`src/design/pwmtim_pkg.sv`:
```
package pwmtim_pkg;

  // Field widths
  localparam int CLK_W      = 28;
  localparam int FREQ_W     = 16;
  localparam int PRESC_W    = 16;
  localparam int PERIOD_W   = 16;
  localparam int COMPARE_W  = 15;
  localparam int SPAN_SHIFT = 16;
  localparam int DIVHI_W    = CLK_W - SPAN_SHIFT;

  // Constants
  localparam logic [CLK_W-1:0]   CLOCK_RESET_HZ  = CLK_W'(16000000);
  localparam logic [PRESC_W-1:0] HIGH_BYTE_LIMIT = PRESC_W'(8'hFF);
  localparam logic [PRESC_W-1:0] SLOWEST_SETTING = {PRESC_W{1'b1}};

  // Controller to datapath commands
  typedef struct packed {
    logic load;    // capture request, start first division
    logic step;    // one restoring division step
    logic load2;   // set up second division
    logic commit;  // write result register
  } dp_cmd_t;

  // Datapath to controller status
  typedef struct packed {
    logic freq_zero;
  } dp_stat_t;

endpackage

```
`src/design/pwmtim_ctrl.sv`:
```
module pwmtim_ctrl
  import pwmtim_pkg::*;
(
  input  logic     clk,
  input  logic     rst,
  input  logic     s_tvalid,
  output logic     s_tready,
  output logic     m_tvalid,
  input  logic     m_tready,
  input  dp_stat_t stat,
  output dp_cmd_t  cmd
);

  localparam int CNT_W = $clog2(CLK_W);
  localparam logic [CNT_W-1:0] LAST_STEP = CNT_W'(CLK_W - 1);

  typedef enum logic [2:0] {IDLE, DIV1, LOAD2, DIV2, WRITE} state_t;

  state_t           state;
  logic [CNT_W-1:0] cnt;

  assign s_tready = (state == IDLE);

  // Command decode
  always_comb begin
    cmd.load   = (state == IDLE) && s_tvalid;
    cmd.step   = ((state == DIV1) && !stat.freq_zero) || (state == DIV2);
    cmd.load2  = (state == LOAD2);
    cmd.commit = (state == WRITE) && (!m_tvalid || m_tready);
  end

  // State, step counter and output valid
  always_ff @(posedge clk) begin
    if (rst) begin
      state    <= IDLE;
      cnt      <= '0;
      m_tvalid <= 1'b0;
    end else begin
      unique case (state)
        IDLE: begin
          if (s_tvalid) begin
            state <= DIV1;
            cnt   <= '0;
          end
        end
        DIV1: begin
          if (stat.freq_zero) begin
            state <= WRITE;
          end else if (cnt == LAST_STEP) begin
            state <= LOAD2;
            cnt   <= '0;
          end else begin
            cnt <= cnt + 1'b1;
          end
        end
        LOAD2: begin
          state <= DIV2;
        end
        DIV2: begin
          if (cnt == LAST_STEP) begin
            state <= WRITE;
            cnt   <= '0;
          end else begin
            cnt <= cnt + 1'b1;
          end
        end
        WRITE: begin
          if (!m_tvalid || m_tready) state <= IDLE;
        end
        default: state <= IDLE;
      endcase

      if (cmd.commit) begin
        m_tvalid <= 1'b1;
      end else if (m_tready) begin
        m_tvalid <= 1'b0;
      end
    end
  end

endmodule

```
`src/design/pwmtim_dpath.sv`:
```
module pwmtim_dpath
  import pwmtim_pkg::*;
(
  input  logic                 clk,
  input  logic                 rst,
  input  logic                 cfg_we,
  input  logic [CLK_W-1:0]     cfg_data,
  input  logic [FREQ_W-1:0]    req_frequency,
  input  dp_cmd_t              cmd,
  output dp_stat_t             stat,
  output logic [PRESC_W-1:0]   prescaler_value,
  output logic [PERIOD_W-1:0]  period_count,
  output logic [COMPARE_W-1:0] compare_count,
  output logic                 compare_written,
  output logic                 update_event
);

  logic [CLK_W-1:0]   osc_clock_hz;
  logic [PRESC_W-1:0] last_prescaler;

  // Shared restoring divider: q shifts dividend out, quotient in
  logic [CLK_W-1:0]  q;
  logic [FREQ_W-1:0] d;
  logic [FREQ_W-1:0] r;
  logic              freq_zero;
  logic              event_pend;

  logic [FREQ_W:0]    trial;
  logic [FREQ_W:0]    diff;
  logic               fits;
  logic [PRESC_W-1:0] presc_next;

  assign trial = {r, q[CLK_W-1]};
  assign diff  = trial - {1'b0, d};
  assign fits  = (trial >= {1'b0, d});

  // d holds divisor = prescaler + 1 after the second division
  assign presc_next = freq_zero ? SLOWEST_SETTING : (d - 1'b1);

  assign stat.freq_zero = freq_zero;

  // Clock register and stored prescaler
  always_ff @(posedge clk) begin
    if (rst) begin
      osc_clock_hz   <= CLOCK_RESET_HZ;
      last_prescaler <= '0;
    end else begin
      if (cfg_we) osc_clock_hz <= cfg_data;
      if (cmd.commit) last_prescaler <= presc_next;
    end
  end

  // Divider and result registers
  always_ff @(posedge clk) begin
    if (cmd.load) begin
      q          <= osc_clock_hz;
      d          <= req_frequency;
      r          <= '0;
      freq_zero  <= (req_frequency == '0);
      event_pend <= (req_frequency != '0) && (last_prescaler > HIGH_BYTE_LIMIT);
    end else if (cmd.load2) begin
      // divisor = div / 65536 + 1
      d <= {{(FREQ_W-DIVHI_W){1'b0}}, q[CLK_W-1 -: DIVHI_W]} + 1'b1;
      r <= '0;
    end else if (cmd.step) begin
      r <= fits ? diff[FREQ_W-1:0] : trial[FREQ_W-1:0];
      q <= {q[CLK_W-2:0], fits};
    end

    if (cmd.commit) begin
      prescaler_value <= presc_next;
      if (freq_zero) begin
        period_count    <= SLOWEST_SETTING;
        compare_count   <= '0;
        compare_written <= 1'b0;
        update_event    <= 1'b0;
      end else begin
        period_count    <= q[PERIOD_W-1:0];
        compare_count   <= q[PERIOD_W-1:1];
        compare_written <= 1'b1;
        update_event    <= event_pend;
      end
    end
  end

endmodule

```
`src/design/pwm_frequency_to_timer_settings_top.sv`:
```
// A nonzero frequency takes two 28-step passes of one shared restoring
// divider plus setup and write; frequency zero goes straight to the write.
// One item at a time: a finished result may wait in the output register
// while the next item is taken, and the write step stalls until that result
// is taken.
// Reset: clock register 16000000, stored prescaler 0, no result pending.
module pwm_frequency_to_timer_settings_top
  import pwmtim_pkg::*;
(
  input  logic        clk,
  input  logic        rst,
  // Configuration write channel
  input  logic        cfg_valid,
  output logic        cfg_ready,
  input  logic [27:0] cfg_data,     // osc_clock_hz
  // Request stream
  input  logic        s_tvalid,
  output logic        s_tready,
  input  logic [15:0] s_tdata,      // [15:0] req_frequency
  // Result stream
  output logic        m_tvalid,
  input  logic        m_tready,
  output logic [47:0] m_tdata,      // [15:0] prescaler_value, [31:16] period_count,
                                    // [46:32] compare_count, [47] zero
  output logic [1:0]  m_tuser       // [0] compare_written, [1] update_event
);

  dp_cmd_t  cmd;
  dp_stat_t stat;

  logic [PRESC_W-1:0]   prescaler_value;
  logic [PERIOD_W-1:0]  period_count;
  logic [COMPARE_W-1:0] compare_count;
  logic                 compare_written;
  logic                 update_event;

  assign cfg_ready = 1'b1;

  pwmtim_ctrl u_ctrl (
    .clk      (clk),
    .rst      (rst),
    .s_tvalid (s_tvalid),
    .s_tready (s_tready),
    .m_tvalid (m_tvalid),
    .m_tready (m_tready),
    .stat     (stat),
    .cmd      (cmd)
  );

  pwmtim_dpath u_dpath (
    .clk             (clk),
    .rst             (rst),
    .cfg_we          (cfg_valid && cfg_ready),
    .cfg_data        (cfg_data),
    .req_frequency   (s_tdata),
    .cmd             (cmd),
    .stat            (stat),
    .prescaler_value (prescaler_value),
    .period_count    (period_count),
    .compare_count   (compare_count),
    .compare_written (compare_written),
    .update_event    (update_event)
  );

  assign m_tdata = {1'b0, compare_count, period_count, prescaler_value};
  assign m_tuser = {update_event, compare_written};

  // When written, the compare value is the period halved
  a_compare_half: assert property (@(posedge clk) disable iff (rst)
    m_tvalid && m_tuser[0] |-> m_tdata[46:32] == m_tdata[31:17])
    else $error("compare_count is not period_count / 2");

  // Zero request gives the slowest setting and no event
  a_zero_setting: assert property (@(posedge clk) disable iff (rst)
    m_tvalid && !m_tuser[0] |->
      m_tdata[15:0] == 16'hFFFF && m_tdata[31:16] == 16'hFFFF && !m_tuser[1])
    else $error("zero request result wrong");

  // A 28-bit clock bounds the prescaler below 4096
  a_presc_bound: assert property (@(posedge clk) disable iff (rst)
    m_tvalid && m_tuser[0] |-> m_tdata[15:12] == 4'h0)
    else $error("prescaler out of range");

  // No request is taken while the divider is busy
  a_no_overlap: assert property (@(posedge clk) disable iff (rst)
    cmd.step |-> !s_tready)
    else $error("request accepted during division");

endmodule

```
`config.mk`:
```
export PLATFORM = sky130hd
export DESIGN_NAME = pwm_frequency_to_timer_settings_top
export DESIGN_NICKNAME = d
export VERILOG_FILES = /design/src/design/pwmtim_pkg.sv /design/src/design/pwmtim_ctrl.sv /design/src/design/pwmtim_dpath.sv /design/src/design/pwm_frequency_to_timer_settings_top.sv
export SDC_FILE = /design/constraint.sdc
export NUM_CORES = 1
export LEC_CHECK = 0
export BUFFER_PORTS_ARGS = -buffer_cell sky130_fd_sc_hd__clkbuf_2
export CAP_MARGIN = 20
export CORE_UTILIZATION = 35
export DETAILED_ROUTE_END_ITERATION = 8
export GPL_TIMING_DRIVEN = 0
export PLACE_DENSITY = 0.62
export SYNTH_ARGS = -nofsm -noshare
export SYNTH_HDL_FRONTEND = slang
export SYNTH_HIERARCHICAL = 1
export SYNTH_SLANG_ARGS = --single-unit
export TNS_END_PERCENT = 10
```
`constraint.sdc`:
```
create_clock -name clk -period 4 [get_ports clk]
set_input_delay 0.8 -clock clk [delete_from_list [all_inputs] [get_ports clk]]
set_output_delay 0.8 -clock clk [all_outputs]
set_load 0.005 [all_outputs]
```
==> flow_metrics.tcl, run 1 <==
set metrics [dict create \
    outcome "complete, no violations" \
    ir_worst_vdd_mv 0.2733 \
    synth_top_family_by_area "simple AND/OR/NAND/NOR gates" \
    syn_avg_cell_area_sq_um 10.77 \
    seq_area_frac_synth 0.5306 \
    viasPerCell 5.161 \
    route.antenna.remaining_nets 0 \
    min_to "u_ctrl/cnt[1]" \
    hold_path.class "reg -> reg" \
    clk_latency_ns 0.42 \
    syn2layout_area_growth_pct 19.41 \
    fmax_ghz 0.3147 \
    synth_cell_types 65 \
    synth_nets 782 \
    cp_slowest_cell "clkbuf_1" \
    reg2reg_slack_ns 0.82 \
    dr.first_iter.drc_count 384 \
    cp_cell_sequence "buf_6 > nor4b_4 > clkbuf_1 > clkbuf_1 > clkbuf_1 > a21o_1 > buf_16" \
    mostFrequentLayoutCell "clkbuf_2" \
    post_cts_buffers 0 \
    via_count 5780 \
    cts_resized 0 \
    power.total_uw 4452 \
    synth_ff_type "edfxtp_1" \
    cpPeakStageDelay_ns 0.49 \
    synthXorXnorAreaFrac 0.03194 \
    num_rows 53 \
    regArea_sq_um 4074 \
    grt_max_degree 32 \
    final_cell_mix "99 x clkbuf_2, 95 x edfxtp_1, 61 x dfxtp_1, 55 x nor2_1, 46 x nand2_1" \
    slew_viol_final 0 \
    skew_ns 0.007335 \
    final.min_clock_period_ns 3.178 \
    synth_warnings 6 \
    netlist_instances 713 \
    rsz0062_at_grt "false" \
    drtPass1Iterations 7 \
    cts_buffer_depth 2 \
    synth-seq-cells 156 \
    yosys.area_share.simple 0.1683 \
    totalNegativeSetupSlack_ns 0 \
    muxShareOfSynthArea 0.07202 \
    crit_path_end_kind "register" \
    clockRootBuffer "clkbuf_16" \
    whs_path_depth 2 \
    htreeDepth 4 \
    holdCritStartpoint "u_ctrl/cnt[1]" \
    drive_above_1_share 0.2414 \
    routed_wirelength_mm 18.79 \
    crit_type "reg -> reg" \
    synth_area_sq_um 7679 \
    numPortBuffers 98 \
    power_density_nw_per_um2 485.6 \
    rr_endpoint "u_dpath/q[13]" \
    p_leak_uw 0.003596 \
    gp_congestion 0.8629 \
    start_util 0.3607 \
    maxCapViolations 0 \
    synth_compound_area_frac 0.1234 \
    antenna_found_initial 0 \
    cts_tree "built" \
    clk_pin_slew_worst_paths_ns 0.06 \
    tightest_slew_ns 0.7497 \
    cts_buffers 17 \
    wl_per_cell_microns 16.78 \
    fillers 2033 \
    grt_pass1_vias 5481 \
    setup_viol 0 \
    worst-path-max-fanout 18 \
    core_area_sq_um 21290 \
    final_net_count 901 \
    synth-adder-area-share 0.03357 \
    postCtsHoldBufs 0 \
    io_pins 102 \
    die-area_sq_um 22530 \
    die_w_microns 150.1 \
    worst_ep_arrival_time_ns 3.31 \
    startpoint "u_ctrl/state[2]" \
    multi_input_area_sq_um 3304 \
    synth_edf_count 95 \
    fp.dieH_microns 150.1 \
    cp.required_ns 4.13 \
    grt-ovfl-total 0 \
    regToRegStartpoint "u_ctrl/state[2]" \
    slew_headroom 0.4997 \
    r2r_cells 7 \
    grt_use_total 0.1747 \
    place_hpwl_mm 14.01 \
    worst_path_most_repeated_cell "clkbuf_1" \
    drc 0 \
    fin_crit_sh 0.7944 \
    grt_first_pass_wirelength_mm 29.74 \
    antenna_cells 0 \
    hold_violations 0 \
    crit_path_start_kind "register" \
    synthArstFlopShare 0 \
    cts_sinks 156 \
]
==> layer usage <==
layer  GRT usage  wire [microns]  vias up
li1            -               -     2837
met1      0.2487            8977     2723
met2      0.2616            8373      192
met3     0.03394            1049       28
met4     0.06465             388        0
met5           0               0        -
==> synth_stat cells, types with 3 or more instances <==
cell,number,area share
buf_4,6,0.0059
o211ai_1,3,0.0029
a21oi_1,28,0.018
or2_2,17,0.014
o21a_1,3,0.0029
nand3b_1,5,0.0049
nor3b_1,3,0.0029
o21ai_1,8,0.0052
nor3_2,3,0.0039
a31oi_1,17,0.014
and2_1,5,0.0041
a311oi_1,8,0.0091
nand4_1,4,0.0033
nand2b_1,6,0.0049
clkbuf_1,26,0.013
xor2_1,4,0.0046
and3_1,11,0.0090
dfxtp_1,61,0.16
nor4_1,10,0.0081
xnor2_1,24,0.027
a211o_1,9,0.010
nor3_1,13,0.0085
nor2_1,55,0.027
mux2_2,26,0.038
nand3_1,25,0.016
a211oi_1,4,0.0039
or3_1,4,0.0033
nor2b_1,29,0.024
ha_1,19,0.031
nand2_1,46,0.022
buf_2,6,0.0039
inv_1,25,0.012
edfxtp_1,95,0.37
o31ai_1,4,0.0039
mux2i_1,26,0.034
a21o_1,8,0.0078
o21ai_0,33,0.022
==> report_power, final <==
group,switching (uW),internal (uW),total (uW),leakage [uW]
sequential,94.7,1870,1970,0.00139
combinational,484,355,839,0.00191
clock,685,962,1650,0.000296
total,1260,3190,4450,0.00360
==> state kept, by name, summed over array words and instances, names as in the netlist <==
signal,count
u_ctrl/cnt,5
u_dpath/prescaler_value,16
u_dpath/r,16
u_dpath/update_event,1
u_dpath/compare_written,1
u_dpath/d,16
u_dpath/compare_count,15
u_dpath/event_pend,1
u_ctrl/m_tvalid,1
u_ctrl/state,3
u_dpath/osc_clock_hz,28
u_dpath/q,28
u_dpath/stat,1
u_dpath/period_count,16
u_dpath/last_prescaler,8
==> cell families after synthesis <==
kind of cell / count (synthesis)
flip-flops: 156
AND/OR/NAND/NOR: 245
AO/OA/AOI/OAI: 142
adder cells (fa/ha/maj): 20
multiplexers: 52
XOR/XNOR: 28
buffers and inverters: 68
other: 2
==> worst max-delay path: cells and delay by family (launching register included) <==
family                 cells  cell delay, ns
AO/OA/AOI/OAI              1            0.48
buffers and inverters      5            1.64
flip-flops                 1            0.31
AND/OR/NAND/NOR            1            0.44
==> worst max path at each step <==
| stage | slack, ns | end | depth (start not counted) |
|---|---|---|---|
| 2_1_floorplan | 1.03 | u_dpath/q[0] | 5 |
| 3_5_place_dp | 0.41 | u_dpath/q[17] | 7 |
| 6_report | 0.82 | u_dpath/q[13] | 7 |
| 3_3_place_gp | 0.08 | u_dpath/q[16] | 6 |
| 4_1_cts | 0.81 | u_dpath/q[10] | 7 |
| 5_1_grt | 0.61 | u_dpath/q[13] | 7 |
==> cell type report <==
class                      instances  area share
timing repair buffer             100     0.05868
clock inverter                    12     0.01283
buffer                            43     0.02265
clock buffer                      20     0.05336
tap                              275     0.03753
sequential                       156      0.4443
multi-input combinational        489      0.3604
inverter                          25     0.01023
==> through the flow <==
step	hold slack (ns)	worst slack (ns)	cells	instance area [sq um]	utilization
6_report	0.4775	0.8225	1120	9169	0.4307
5_1_grt	0.4998	0.6108	1120	9169	0.4307
4_1_cts	0.4759	0.8051	1120	9169	0.4307
3_5_place_dp	0.4667	0.4098	1088	8562	0.4022
3_3_place_gp	0.4652	0.07821	1086	8513	0.3999
2_1_floorplan	0.4492	1.034	713	7679	-
Note: power is estimated with default switching activity, not from simulation.
==> inputs of run 2 (changes only) <==
--- a/config.mk
+++ b/config.mk
@@ -10,7 +10,7 @@
 export CORE_UTILIZATION = 35
 export DETAILED_ROUTE_END_ITERATION = 8
 export GPL_TIMING_DRIVEN = 0
-export PLACE_DENSITY = 0.62
+export PLACE_DENSITY = 0.64
 export SYNTH_ARGS = -nofsm -noshare
 export SYNTH_HDL_FRONTEND = slang
 export SYNTH_HIERARCHICAL = 1
==> constraint.sdc (replaced) <==
create_clock -name clk -period 2.9 [get_ports clk]
set_input_delay 0.58 -clock clk [delete_from_list [all_inputs] [get_ports clk]]
set_output_delay 0.58 -clock clk [all_outputs]
set_load 0.005 [all_outputs]
==> flow_metrics.tcl, run 2 (synthesis gave the netlist of run 1 again) <==
set metrics [dict create \
    totalNegativeSetupSlack_ns 0 \
    fmax_ghz 0.3719 \
    setup_viol 0 \
    rr_endpoint "u_dpath/r[14]" \
    gp_congestion 0.8796 \
    top_regs "u_dpath/osc_clock_hz x28, u_dpath/q x28" \
    numPortBuffers 98 \
    r2r_cells 9 \
    cp.required_ns 3.25 \
    route.antenna.remaining_nets 0 \
    clockRootBuffer "clkbuf_16" \
    fillers 2054 \
    reg2reg_slack_ns 0.21 \
    regArea_sq_um 4074 \
    fin_ws_ns 0.2108 \
    worst_ep_arrival_time_ns 3.04 \
    worst-path-max-fanout 4 \
    crit_type "reg -> reg" \
    fin_crit_sh 0.9273 \
    crit_path_start_kind "register" \
    die_w_microns 150.1 \
    clk_pin_slew_worst_paths_ns 0.07 \
    postCtsHoldBufs 0 \
    whs_path_depth 2 \
    syn2layout_area_growth_pct 19.29 \
    cts_sinks 156 \
    p_leak_uw 0.003579 \
    grt_pass1_vias 5571 \
    slew_viol_final 0 \
    cts_buffer_depth 2 \
    final_area_sq_um 9160 \
    skew_ns 0.009644 \
    antenna_found_initial 1 \
    holdCritStartpoint "cfg_data[22]" \
    worst_path_most_repeated_cell "o21ai_0" \
    fin_util 0.4303 \
    ir_worst_vdd_mv 0.4358 \
    final_net_count 900 \
    crit_path_end_kind "register" \
    rsz0062_at_grt "false" \
    die-area_sq_um 22530 \
    mostFrequentLayoutCell "clkbuf_2" \
    slew_headroom 0.5185 \
    power_density_nw_per_um2 666.7 \
    multi_input_area_sq_um 3306 \
    grt_max_degree 29 \
    postPlaceCellArea_sq_um 8562 \
    grt_first_pass_wirelength_mm 29.53 \
    num_rows 53 \
    cts_resized 2 \
    final.min_clock_period_ns 2.689 \
    final_cell_mix "100 x clkbuf_2, 95 x edfxtp_1, 61 x dfxtp_1, 55 x nor2_1, 46 x nand2_1" \
    routed_wirelength_mm 18.83 \
    post_cts_buffers 0 \
    maxCapViolations 0 \
    cts_tree "built" \
    hold_violations 0 \
    instances_no_fill 1120 \
    wl_per_cell_microns 16.82 \
    grt_use_total 0.1729 \
    cp_slowest_cell "a2111oi_0" \
    drtPass1Iterations 5 \
    dp_cells 1088 \
    core_area_sq_um 21290 \
    grt-ovfl-total 0 \
    dpl_worst_slack_ns -0.4644 \
    place_hpwl_mm 13.98 \
    hold_path.class "in -> reg" \
    dr.first_iter.drc_count 453 \
    clk_latency_ns 0.42 \
    drive_above_1_share 0.2429 \
    drc 0 \
    htreeDepth 4 \
    viasPerCell 5.281 \
    cpPeakStageDelay_ns 0.54 \
    cp_cell_sequence "inv_1 > ha_1 > fa_1 > nor2b_1 > o31a_1 > o21ai_0 > a2111oi_0 > nor3_1 > o21ai_0" \
    cts_buffers 17 \
    start_util 0.3607 \
    fp.dieH_microns 150.1 \
    via_count 5915 \
    min_to "u_dpath/osc_clock_hz[22]" \
    tightest_slew_ns 0.7222 \
    io_pins 102 \
    outcome "complete, no violations" \
    regToRegStartpoint "u_dpath/q[27]" \
]
run 2: changes by cell type in the layout (fill, tap and decap cells not counted), sizes merged:
| cell | delta |
|---|---|
| clkinv | +5 |
| clkinvlp | +1 |
| bufinv | +1 |
| clkbuf | -1 |
| diode | +1 |
| inv | -7 |
run 2: layout make-up:
type / count / share of cell area
Antenna cell: 1 / 0.0002732
Buffer: 42 / 0.02240
Clock buffer: 20 / 0.04986
Tap cell: 275 / 0.03756
Timing Repair Buffer: 100 / 0.05874
Clock inverter: 12 / 0.01489
Sequential cell: 156 / 0.4447
Multi-Input combinational cell: 489 / 0.3609
Inverter: 25 / 0.01065
run 2: how the worst max path moves through the flow:
stage,depth (start not counted),end,from
CTS,7,u_dpath/q[27],u_ctrl/state[2]
finish,9,u_dpath/r[14],u_dpath/q[27]
floorplan,5,u_dpath/q[0],s_tvalid
global route,9,u_dpath/r[14],u_dpath/q[27]
global placement,6,u_dpath/q[16],s_tvalid
detailed placement,7,u_dpath/q[17],s_tvalid
run 2: through the flow:
step	hold WS, ns	total power [uW]
3_5_place_dp	0.4684	3901
4_1_cts	0.3551	6129
3_3_place_gp	0.4653	3874
6_report	0.3589	6107
5_1_grt	0.3465	6395
2_1_floorplan	0.4492	3563
run 2: routing by layer:
metal / GRT usage / routed length (microns) / vias up / share of wire
li1: - / - / 2832 / -
met1: 0.2439 / 9073 / 2894 / 0.48
met2: 0.2667 / 8605 / 167 / 0.46
met3: 0.03273 / 907 / 22 / 0.048
met4: 0.05404 / 248 / 0 / 0.013
met5: 0 / 0 / - / 0
run 2: power by group:
group          internal, uW  total (uW)  switching [uW]
registers              2580        2710             132
logic                   490        1160             670
clock network          1320        2230             914
total                  4390        6110            1720
run 2: worst max-delay path, delay by kind of cell, from the launching register on:
kind                     cells  cell delay [ns]
AO/OA/AOI/OAI                4             1.11
adder cells (fa/ha/maj)      2             0.65
flip-flops                   1             0.43
AND/OR/NAND/NOR              2             0.32
buffers and inverters        1             0.11
==> inputs of run 3 (changes only) <==
--- a/config.mk
+++ b/config.mk
@@ -11,8 +11,9 @@
 export DETAILED_ROUTE_END_ITERATION = 8
 export GPL_TIMING_DRIVEN = 0
 export PLACE_DENSITY = 0.64
+export REMOVE_ABC_BUFFERS = 1
+export SETUP_SLACK_MARGIN = 0.02
 export SYNTH_ARGS = -nofsm -noshare
 export SYNTH_HDL_FRONTEND = slang
-export SYNTH_HIERARCHICAL = 1
 export SYNTH_SLANG_ARGS = --single-unit
 export TNS_END_PERCENT = 10
==> flow_metrics.tcl, run 3 <==
set metrics [dict create \
    hold_violations 0 \
    numPortBuffers 99 \
    final_cell_mix "137 x nand2_1, 99 x clkbuf_2, 95 x edfxtp_1, 61 x dfxtp_1, 54 x nor2_1" \
    clk_pin_slew_worst_paths_ns 0.06 \
    cpPeakStageDelay_ns 0.54 \
    core_area_sq_um 21090 \
    cts_buffer_depth 2 \
    tightest_slew_ns 1.003 \
    fin_crit_sh 0.9470 \
    crit_path_end_kind "register" \
    drc 0 \
    crit_type "reg -> reg" \
    startpoint "u_dpath.d[13]" \
    reg2reg_slack_ns 0.15 \
    cp_slowest_cell "a221o_1" \
    setup_viol 0 \
    start_util 0.3591 \
    synth_warnings 0 \
    cts_tree "built" \
    synthArstFlopShare 0 \
    synth_cell_types 65 \
    dr.first_iter.drc_count 349 \
    syn_avg_cell_area_sq_um 10.07 \
    skew_ns 0.01183 \
    outcome "complete, no violations" \
    die-area_sq_um 22230 \
    cts_buffers 17 \
    synth_area_leaders "edfxtp_1 38%, dfxtp_1 16%, nand2_1 6.8%, ha_1 3.1%, mux2i_1 3.0%" \
    yosys-top-cells-count "138 x nand2_1, 95 x edfxtp_1, 61 x dfxtp_1" \
    yosysTopAreaCellShare 0.3767 \
    io_pins 102 \
    final.min_clock_period_ns 2.746 \
    antenna_found_initial 1 \
    cts_sinks 156 \
    routed_wirelength_mm 17.62 \
    gp_congestion 0.8435 \
    die_w_microns 149.1 \
    fin_util 0.4259 \
    route.antenna.remaining_nets 0 \
    via_count 5669 \
    cpLargestDelayFamily "compound AO/OA/AOI/OAI gates" \
    worst-path-buf-inv 1 \
    seq_area_frac_synth 0.5380 \
    cp.required_ns 3.06 \
    totalNegativeSetupSlack_ns 0 \
    r2r_cells 7 \
    synth_ff_type "edfxtp_1" \
    worst_ep_arrival_time_ns 2.91 \
    slew_headroom 0.3313 \
    regToRegStartpoint "u_dpath.d[13]" \
    place_hpwl_mm 12.34 \
    power_density_nw_per_um2 656.0 \
    grt_max_degree 53 \
    wl_per_cell_microns 15.61 \
    final_net_count 909 \
    synth-seq-cells 156 \
    top_regs "u_dpath.osc_clock_hz x28, u_dpath.q x28" \
    htreeDepth 4 \
    fp.dieH_microns 149.1 \
    hold_path.class "in -> reg" \
    slew_viol_final 0 \
    drtPass1Iterations 5 \
    grt_pass1_vias 5215 \
    synth_edf_count 95 \
    cp_num_cells 7 \
    clk_latency_ns 0.42 \
    clockRootBuffer "clkbuf_16" \
    mostFrequentLayoutCell "nand2_1" \
    drive_above_1_share 0.2063 \
    cp_cell_sequence "inv_1 > ha_1 > and2_4 > a221o_4 > a221o_1 > nor2_2 > a21oi_1" \
    syn2layout_area_growth_pct 18.61 \
    num_rows 53 \
    ir_worst_vdd_mv 0.4470 \
    p_leak_uw 0.003636 \
    synth_area_sq_um 7572 \
    viasPerCell 5.021 \
    whs_ns 0.3601 \
    grt_use_total 0.1607 \
    grt-ovfl-total 0 \
    whs_path_depth 2 \
    maxCapViolations 0 \
    netlist_instances 752 \
    synth_most_common_cell "nand2_1" \
    rsz0062_at_grt "false" \
    crit_path_start_kind "register" \
    grt_first_pass_wirelength_mm 27.54 \
    rr_endpoint "u_dpath.q[0]" \
    fmax_ghz 0.3641 \
    crit_end "u_dpath.q[0]" \
    worst-path-max-fanout 10 \
    synth_area_leader_cell "edfxtp_1" \
]
-- run 3: changes by cell type after synthesis, sizes merged, moves of 6 or more --
cell and delta:
a21oi -9, xor2 +10, nand2 +91, nand4 +6, nor3 -6, mux2 -26, a31oi -9
-- run 3: what timing repair did --
action | 4_1_cts | 5_1_grt
resized for setup | 3 | 2
setup buffers | 2 | 5
cloned | 0 | 0
endpoints found under the hold margin | 0 | 0
hold buffers | 0 | 0
pin swaps | 0 | 2
setup endpoints to repair | 55 | 19
-- run 3: logic make-up after synthesis --
kind of cell | count (synthesis) | synth area share
other cells | 2 | 0.0009918
xor+xnor | 34 | 0.03933
fa+ha+maj | 20 | 0.03404
simple gates | 323 | 0.2013
flops | 156 | 0.5380
compound gates | 125 | 0.1181
buf+inv | 69 | 0.03784
mux | 23 | 0.03040
-- run 3: report_power, final --
| group | switching (uW) | internal [uW] | total (uW) |
|---|---|---|---|
| clock | 870 | 1340 | 2210 |
| sequential | 123 | 2550 | 2670 |
| combinational | 599 | 414 | 1010 |
| total | 1590 | 4300 | 5890 |
-- run 3: routing by layer --
| layer | routed length [microns] | track usage | part of all wire |
|---|---|---|---|
| met4 | 188 | 0.05204 | 0.011 |
| met2 | 7778 | 0.2344 | 0.44 |
| met5 | 0 | 0 | 0 |
| met3 | 936 | 0.03425 | 0.053 |
| met1 | 8716 | 0.2345 | 0.49 |
-- run 3: cell type report --
class / instances / area (sq um)
Fill cell: 2064 / 12110
Sequential cell: 156 / 4074
Multi-Input combinational cell: 527 / 3231
Clock inverter: 10 / 115.1
Tap cell: 275 / 344.1
Antenna cell: 1 / 2.502
Clock buffer: 22 / 475.5
Inverter: 28 / 108.9
Timing Repair Buffer: 110 / 630.6
-- run 3: how the worst min path moves through the flow --
stage	start	to	slack, ns
floorplan	u_dpath.osc_clock_hz[11]	u_dpath.osc_clock_hz[11]	0.46
global placement	u_dpath.osc_clock_hz[11]	u_dpath.osc_clock_hz[11]	0.47
detailed placement	u_dpath.osc_clock_hz[3]	u_dpath.osc_clock_hz[3]	0.48
CTS	cfg_data[20]	u_dpath.osc_clock_hz[20]	0.35
global route	cfg_data[10]	u_dpath.osc_clock_hz[10]	0.35
finish	cfg_data[20]	u_dpath.osc_clock_hz[20]	0.36
-- run 3: per-stage QoR --
step           cells  setup WS (ns)  power (uW)  cell area [sq um]
2_1_floorplan    711        -0.6289        3387               7391
3_3_place_gp    1085         -2.517        3670               8230
3_5_place_dp    1089         -1.542        3696               8300
4_1_cts         1123       -0.07583        5916               8917
5_1_grt         1129        0.01459        6161               8981
6_report        1129         0.1537        5892               8981
-- run 3: worst reg2reg max path: cells and delay by family (launching register included) --
kind	cells	cell delay, ns
AND/OR/NAND/NOR	2	0.53
buffers and inverters	1	0.13
AO/OA/AOI/OAI	3	1.08
adder cells (fa/ha/maj)	1	0.32
flip-flops	1	0.43
